**src/design/clst_pkg.sv**
```systemverilog
package clst_pkg;

  localparam int CmdW   = 2;
  localparam int ValueW = 32;
  localparam int IndexW = 3;
  localparam int CountW = 4;

  // positions reachable through the index field
  localparam int IndexSpan = 1 << IndexW;

  localparam logic [CmdW-1:0] CmdAppend = 2'd0;
  localparam logic [CmdW-1:0] CmdErase  = 2'd1;
  localparam logic [CmdW-1:0] CmdSearch = 2'd2;
  localparam logic [CmdW-1:0] CmdRead   = 2'd3;

  localparam logic [CountW-1:0] CapacityReset = 4'd5;

  typedef logic signed [ValueW-1:0] value_t;

  typedef struct packed {
    logic load;
    logic shift;
    logic active;
  } cell_ctl_t;

endpackage

```
**src/design/clst_cell.sv**
```systemverilog
module clst_cell (
  input  logic              clk,
  input  clst_pkg::cell_ctl_t ctl,
  input  clst_pkg::value_t  value,
  input  clst_pkg::value_t  next_entry,
  output clst_pkg::value_t  entry,
  output logic              match
);
  import clst_pkg::*;

  always_ff @(posedge clk) begin
    if (ctl.load) begin
      entry <= value;
    end else if (ctl.shift) begin
      entry <= next_entry;
    end
  end

  assign match = ctl.active && (entry == value);

endmodule

```
**src/design/compacting_list_store_top.sv**
```systemverilog
// compacting list store: one command per transaction, one result per command
// latency: result is registered, visible the cycle after the command is taken
// throughput: one command per cycle while the output is not stalled; append, erase shift and search compare
//   all happen in parallel across the row of entry cells
// reset (rst, synchronous): list empties, capacity returns to 5, no result
//   pending; entry contents are not cleared
module compacting_list_store_top #(
  parameter int DEPTH = 8
) (
  input  logic                           clk,
  input  logic                           rst,
  input  logic                           in_valid,
  output logic                           in_stall,
  input  logic [clst_pkg::CmdW-1:0]      command,
  input  logic signed [clst_pkg::ValueW-1:0] value,
  input  logic [clst_pkg::IndexW-1:0]    index,
  output logic                           out_valid,
  input  logic                           out_stall,
  output logic                           ok,
  output logic [clst_pkg::IndexW-1:0]    found_index,
  output logic signed [clst_pkg::ValueW-1:0] item_value,
  output logic [clst_pkg::CountW-1:0]    count,
  input  logic                           cfg_we,
  input  logic [clst_pkg::CountW-1:0]    cfg_data
);
  import clst_pkg::*;

  localparam int DepthBits = $clog2(DEPTH) + 1;
  localparam int PosW = (DepthBits > CountW) ? DepthBits : CountW;
  localparam int MaxCount = (1 << CountW) - 1;
  localparam logic [CountW-1:0] DepthCap = CountW'((DEPTH > MaxCount) ? MaxCount : DEPTH);

  logic [CountW-1:0] capacity;
  logic [CountW-1:0] fill;
  logic [CountW-1:0] fill_next;
  logic [CountW-1:0] limit;
  logic              accept;

  logic              ok_next;
  logic [IndexW-1:0] found_next;
  value_t            item_next;

  value_t            entry [DEPTH];
  logic [DEPTH-1:0]  match;
  value_t            rd_view [IndexSpan];

  logic [PosW-1:0]   fill_ext;
  logic [PosW-1:0]   idx_ext;
  logic              idx_valid;
  logic              is_append;
  logic              is_erase;

  assign accept   = in_valid && !in_stall;
  assign in_stall = out_valid && out_stall;

  assign limit     = (capacity < DepthCap) ? capacity : DepthCap;
  assign fill_ext  = PosW'(fill);
  assign idx_ext   = PosW'(index);
  assign idx_valid = idx_ext < fill_ext;
  assign is_append = accept && (command == CmdAppend) && (fill < limit);
  assign is_erase  = accept && (command == CmdErase) && idx_valid;

  // row of entry cells; on erase, cells from the erased index up take their upper neighbor
  for (genvar i = 0; i < DEPTH; i++) begin : g_cell
    localparam logic [PosW-1:0] Pos = PosW'(i);
    cell_ctl_t ctl;
    value_t    nbr;

    assign ctl.load   = is_append && (fill_ext == Pos);
    assign ctl.shift  = is_erase && (Pos >= idx_ext) && (Pos + PosW'(1) < fill_ext);
    assign ctl.active = Pos < fill_ext;

    if (i + 1 < DEPTH) begin : g_nbr
      assign nbr = entry[i+1];
    end else begin : g_last
      assign nbr = entry[i];
    end

    clst_cell u_cell (
      .clk       (clk),
      .ctl       (ctl),
      .value     (value),
      .next_entry(nbr),
      .entry     (entry[i]),
      .match     (match[i])
    );
  end

  for (genvar k = 0; k < IndexSpan; k++) begin : g_view
    if (k < DEPTH) begin : g_real
      assign rd_view[k] = entry[k];
    end else begin : g_pad
      assign rd_view[k] = '0;
    end
  end

  always_comb begin
    ok_next    = 1'b0;
    found_next = '0;
    item_next  = '0;
    fill_next  = fill;
    unique case (command)
      CmdAppend: begin
        if (fill < limit) begin
          ok_next   = 1'b1;
          fill_next = fill + CountW'(1);
        end
      end
      CmdErase: begin
        if (idx_valid) begin
          ok_next   = 1'b1;
          fill_next = fill - CountW'(1);
        end
      end
      CmdSearch: begin
        for (int i = DEPTH - 1; i >= 0; i--) begin
          if (match[i]) begin
            ok_next    = 1'b1;
            found_next = IndexW'(i);
          end
        end
      end
      CmdRead: begin
        if (idx_valid) begin
          ok_next   = 1'b1;
          item_next = rd_view[index];
        end
      end
      default: begin
        ok_next = 1'b0;
      end
    endcase
  end

  always_ff @(posedge clk) begin
    if (rst) begin
      capacity <= CapacityReset;
    end else if (cfg_we) begin
      capacity <= cfg_data;
    end
  end

  always_ff @(posedge clk) begin
    if (rst) begin
      fill      <= '0;
      out_valid <= 1'b0;
    end else begin
      if (accept) begin
        fill      <= fill_next;
        out_valid <= 1'b1;
      end else if (!out_stall) begin
        out_valid <= 1'b0;
      end
    end
  end

  always_ff @(posedge clk) begin
    if (accept) begin
      ok          <= ok_next;
      found_index <= found_next;
      item_value  <= item_next;
      count       <= fill_next;
    end
  end

`ifndef SYNTHESIS
  a_fill_bound: assert property (@(posedge clk) disable iff (rst) fill <= DepthCap)
    else $error("fill count beyond store depth");

  a_result_after_accept: assert property (@(posedge clk) disable iff (rst)
    accept |=> out_valid)
    else $error("accepted transaction produced no result");

  a_append_grows: assert property (@(posedge clk) disable iff (rst)
    (accept && command == CmdAppend && ok_next) |=> fill == $past(fill) + CountW'(1))
    else $error("append did not grow the list");

  a_count_matches: assert property (@(posedge clk) disable iff (rst)
    accept |=> count == fill)
    else $error("reported count differs from fill count");
`endif

endmodule
```
**config.mk**
```make
export PLATFORM = sky130hd
export DESIGN_NAME = compacting_list_store_top
export DESIGN_NICKNAME = d
export VERILOG_FILES = /design/src/design/clst_pkg.sv /design/src/design/clst_cell.sv /design/src/design/compacting_list_store_top.sv
export SDC_FILE = /design/constraint.sdc
export NUM_CORES = 1
export LEC_CHECK = 0
export ABC_AREA = 1
export BUFFER_PORTS_ARGS = -buffer_cell sky130_fd_sc_hd__buf_4
export CAP_MARGIN = 10
export CORE_AREA = 8 8 186 276
export DETAILED_ROUTE_END_ITERATION = 8
export DIE_AREA = 0 0 194 284
export PLACE_DENSITY = 0.56
export SYNTH_ARGS = -nofsm -noshare
export SYNTH_HDL_FRONTEND = slang
export SYNTH_SLANG_ARGS = --single-unit
```
**constraint.sdc**
```tcl
create_clock -name clk -period 6.8 [get_ports clk]
set_input_delay 0.34 -clock clk [delete_from_list [all_inputs] [get_ports clk]]
set_output_delay 0.34 -clock clk [all_outputs]
set_load 0.1 [all_outputs]
```
==> impl_metrics.tcl <==
set metrics [dict create \
    run_status "completed" \
    cts_htree_levels 2 \
    wire_length_of_the_first_global_routing_pass_um 114000 \
    nFillCells 4812 \
    area_growth_syn_to_layout_pct 9.37 \
    yosys_most_used_dff "sky130_fd_sc_hd__edfxtp_1" \
    period_minus_slack_ns 3.74 \
    critPathCaptureType "register" \
    final-hold-violation-count 0 \
    clock_sink_count 305 \
    yosys.cell_types.count 42 \
    final_area_um2 20800 \
    postSynthAreaPerCell_um2 8.06 \
    cts-buffers-inserted 34 \
    slowest_stage "sky130_fd_sc_hd__o21ai_4" \
    cts_setup_buffers 0 \
    timing.rr.start "fill[1]$_SDFFE_PP0P_" \
    fp.dieArea_um2 55100 \
    holdPathStages 3 \
    critPathMaxStageDelay_ns 0.69 \
    async_set_or_reset_register_ratio_after_synthesis_pct 0 \
    synthesis.nets 2422 \
    dp_hpwl_um 57000 \
    reg2regPathDepth 11 \
    rsz0062_at_grt "false" \
    worstMarginPinSlew_ns 1.12 \
    slew_headroom_pct 25.1 \
    max_cap_viol_count 0 \
    starting_density_pct 40.3 \
    drt_iter0_drc 1852 \
    dr_wl_met3_um 5010 \
    timing.hold.worst.start "cfg_data[0]" \
    placementRows 98 \
    most-common-layout-cells "671 x sky130_fd_sc_hd__nand2_1, 296 x sky130_fd_sc_hd__edfxtp_1, 244 x sky130_fd_sc_hd__o21ai_0" \
    cell_area_after_placement_um2 19800 \
    drc_errors 0 \
    hold_buffers 0 \
    setup_viol_count_final 0 \
    critPathKind "register to register" \
    worstReg2RegEnd "g_cell[0].u_cell.entry[27]$_DFFE_PP_" \
    cp_cell_sequence "inv_1 > ha_1 > a21boi_0 > o211ai_1 > nand2_1 > nor2_2 > nand2_1 > nor2_1 > nand2_1 > o21ai_4 > buf_4" \
    root_buffer "sky130_fd_sc_hd__clkbuf_16" \
    fin_crit_sh_pct 55.0 \
    syn_area_um2 19100 \
    cp_max_fo 17 \
    final_layout_size_suffix_gt1_share_pct 10.7 \
    finClkSkew_ns 0.0149 \
    grt-ovfl-total 0 \
    max_clock_freq_mhz 267 \
    critical_path.startpoint_type "register" \
    groute.usage.overall_pct 27.9 \
    detail_route.wirelength_um 78600 \
    tritoncts "yes" \
    die-height_um 284 \
    worstSkewPairLatency_ns 0.54 \
    synth_enable_flop_cells 296 \
    antenna_cells 0 \
    worst_ep_required_time_ns 7.00 \
    max-clock-path-buffers 3 \
    detail_route.wirelength.met1_um 28600 \
    detailroute.wirelength.met2_um 39900 \
    mostFrequentLayoutCell "sky130_fd_sc_hd__nand2_1" \
    route.top_layer_used "met4" \
    ios 88 \
    ys.warnings.count 0 \
    grt_start_max_net_pins 66 \
    cp_data_arrival_time_ns 3.94 \
    final.setup.tns_ns 0 \
    core_region_area_um2 47300 \
    worst_vdd_rail_ir_drop_mv 0.167 \
    powerDensity_nw_per_um2 221 \
    clk_pin_slew_ns 0.06 \
    tightest_hold_check_type "primary input to register" \
    routedWlPerCell_um 26.4 \
    layout.nets 2409 \
    drt_pre_antenna_iters 6 \
    place.port_buffers 87 \
    power_leakage_nw 8.64 \
    count_of_final_max_slew_check_failures 0 \
    total_number_of_vias 17138 \
    number_of_antenna_violations_at_the_first_check_in_global_routing 0 \
    synthCells 2366 \
    chipWidth_um 194 \
    routed_via_density 5.76 \
    vias_in_the_first_global_route 16634 \
    reg2reg_slack_ns 3.06 \
    postRouteAntennaNets 0 \
    worstHoldEndpoint "capacity[0]$_SDFFE_PP1P_" \
    cts-resized-gates 0 \
    yosys_register_bits 305 \
    ys_seq_area_share_pct 47.6 \
    path_common_cell "sky130_fd_sc_hd__nand2_1" \
    place_congestion 0.993 \
]
-- stage by stage --
stage / cells / total power (W) / util (%) / setup WS, ns / hold WS [ns]
final: 2977 / 0.00460 / 44.0 / 3.06 / 0.0243
after global routing: 2977 / 0.00471 / 44.0 / 2.78 / 0.0251
after CTS: 2976 / 0.00461 / 44.0 / 2.64 / 0.0172
after floorplan: 2366 / 0.00260 / - / 0.146 / 0.409
after detailed placement: 2916 / 0.00283 / 41.9 / 2.67 / 0.456
after global placement: 2916 / 0.00283 / 41.9 / 2.75 / 0.450
-- worst max path at each step --
stage                                start                                   end  slack, ns  depth (start not counted)
global route          fill[1]$_SDFFE_PP0P_  g_cell[0].u_cell.entry[20]$_DFFE_PP_       2.78                         11
detailed placement    fill[1]$_SDFFE_PP0P_   g_cell[1].u_cell.entry[3]$_DFFE_PP_       2.67                         11
floorplan           out_valid$_SDFFE_PP0P_   g_cell[1].u_cell.entry[0]$_DFFE_PP_       0.15                          7
global placement      fill[1]$_SDFFE_PP0P_   g_cell[1].u_cell.entry[2]$_DFFE_PP_       2.75                         11
finish                fill[1]$_SDFFE_PP0P_  g_cell[0].u_cell.entry[27]$_DFFE_PP_       3.06                         11
CTS                   fill[1]$_SDFFE_PP0P_   g_cell[1].u_cell.entry[3]$_DFFE_PP_       2.64                         11
-- cell families after synthesis --
kind of cell    count (synthesis)  synth area share, %
simple gates                 1018                 22.0
compound gates                579                 16.3
buf+inv                       353                 8.80
flops                         305                 47.6
xor+xnor                      101                 4.64
fa+ha+maj                      10                0.656
-- registers in the layout (all words and copies together), names as in the netlist --
signal and count:
g_cell.u_cell.entry 256, item_value 32, capacity 4, count 4, fill 4, found_index 3, ok 1, out_valid 1
-- power by group --
| part | leakage, nW | internal [W] | total [W] | switching [W] |
|---|---|---|---|---|
| clock network | 0.508 | 0.000992 | 0.00180 | 0.000806 |
| logic | 5.35 | 0.000157 | 0.000683 | 0.000526 |
| registers | 2.78 | 0.00209 | 0.00212 | 0.0000278 |
| total | 8.64 | 0.00324 | 0.00460 | 0.00136 |
-- cell usage after synthesis (35+ instances only) --
| cell | instances | area share, % |
|---|---|---|
| sky130_fd_sc_hd__o21ai_2 | 44 | 2.0 |
| sky130_fd_sc_hd__nand2_1 | 674 | 13 |
| sky130_fd_sc_hd__buf_6 | 35 | 2.1 |
| sky130_fd_sc_hd__o21ai_1 | 137 | 3.6 |
| sky130_fd_sc_hd__o21ai_0 | 249 | 6.5 |
| sky130_fd_sc_hd__xor2_1 | 57 | 2.6 |
| sky130_fd_sc_hd__nand3_1 | 43 | 1.1 |
| sky130_fd_sc_hd__a21oi_1 | 123 | 3.2 |
| sky130_fd_sc_hd__edfxtp_1 | 296 | 47 |
| sky130_fd_sc_hd__nor2_1 | 177 | 3.5 |
| sky130_fd_sc_hd__inv_1 | 180 | 3.5 |
| sky130_fd_sc_hd__xnor2_1 | 44 | 2.0 |
| sky130_fd_sc_hd__nand4_1 | 55 | 1.8 |
| sky130_fd_sc_hd__clkbuf_1 | 53 | 1.0 |
| sky130_fd_sc_hd__buf_2 | 63 | 1.7 |
-- metal layers --
| layer | track usage [%] | up-vias |
|---|---|---|
| met5 | 0 | - |
| met4 | 16.1 | 0 |
| met3 | 3.61 | 190 |
| met2 | 50.2 | 820 |
| met1 | 31.2 | 8222 |
| li1 | - | 7906 |
-- worst max-delay path: cells and delay by family, from the launching register on --
kind / cells / cell delay, ns
buf+inv: 2 / 0.67
compound gates: 3 / 1.01
simple gates: 5 / 0.88
fa+ha+maj: 1 / 0.31
flops: 1 / 0.51
-- layout make-up --
| type | instances | area (µm²) | share of cell area [%] |
|---|---|---|---|
| Timing Repair Buffer | 113 | 856 | 4.11 |
| Inverter | 191 | 718 | 3.44 |
| Sequential cell | 305 | 9070 | 43.5 |
| Clock buffer | 43 | 916 | 4.39 |
| Clock inverter | 17 | 105 | 0.504 |
| Multi-Input combinational cell | 1708 | 8430 | 40.5 |
| Tap cell | 600 | 751 | 3.60 |
No activity file was read; power rests on OpenSTA's default activity.
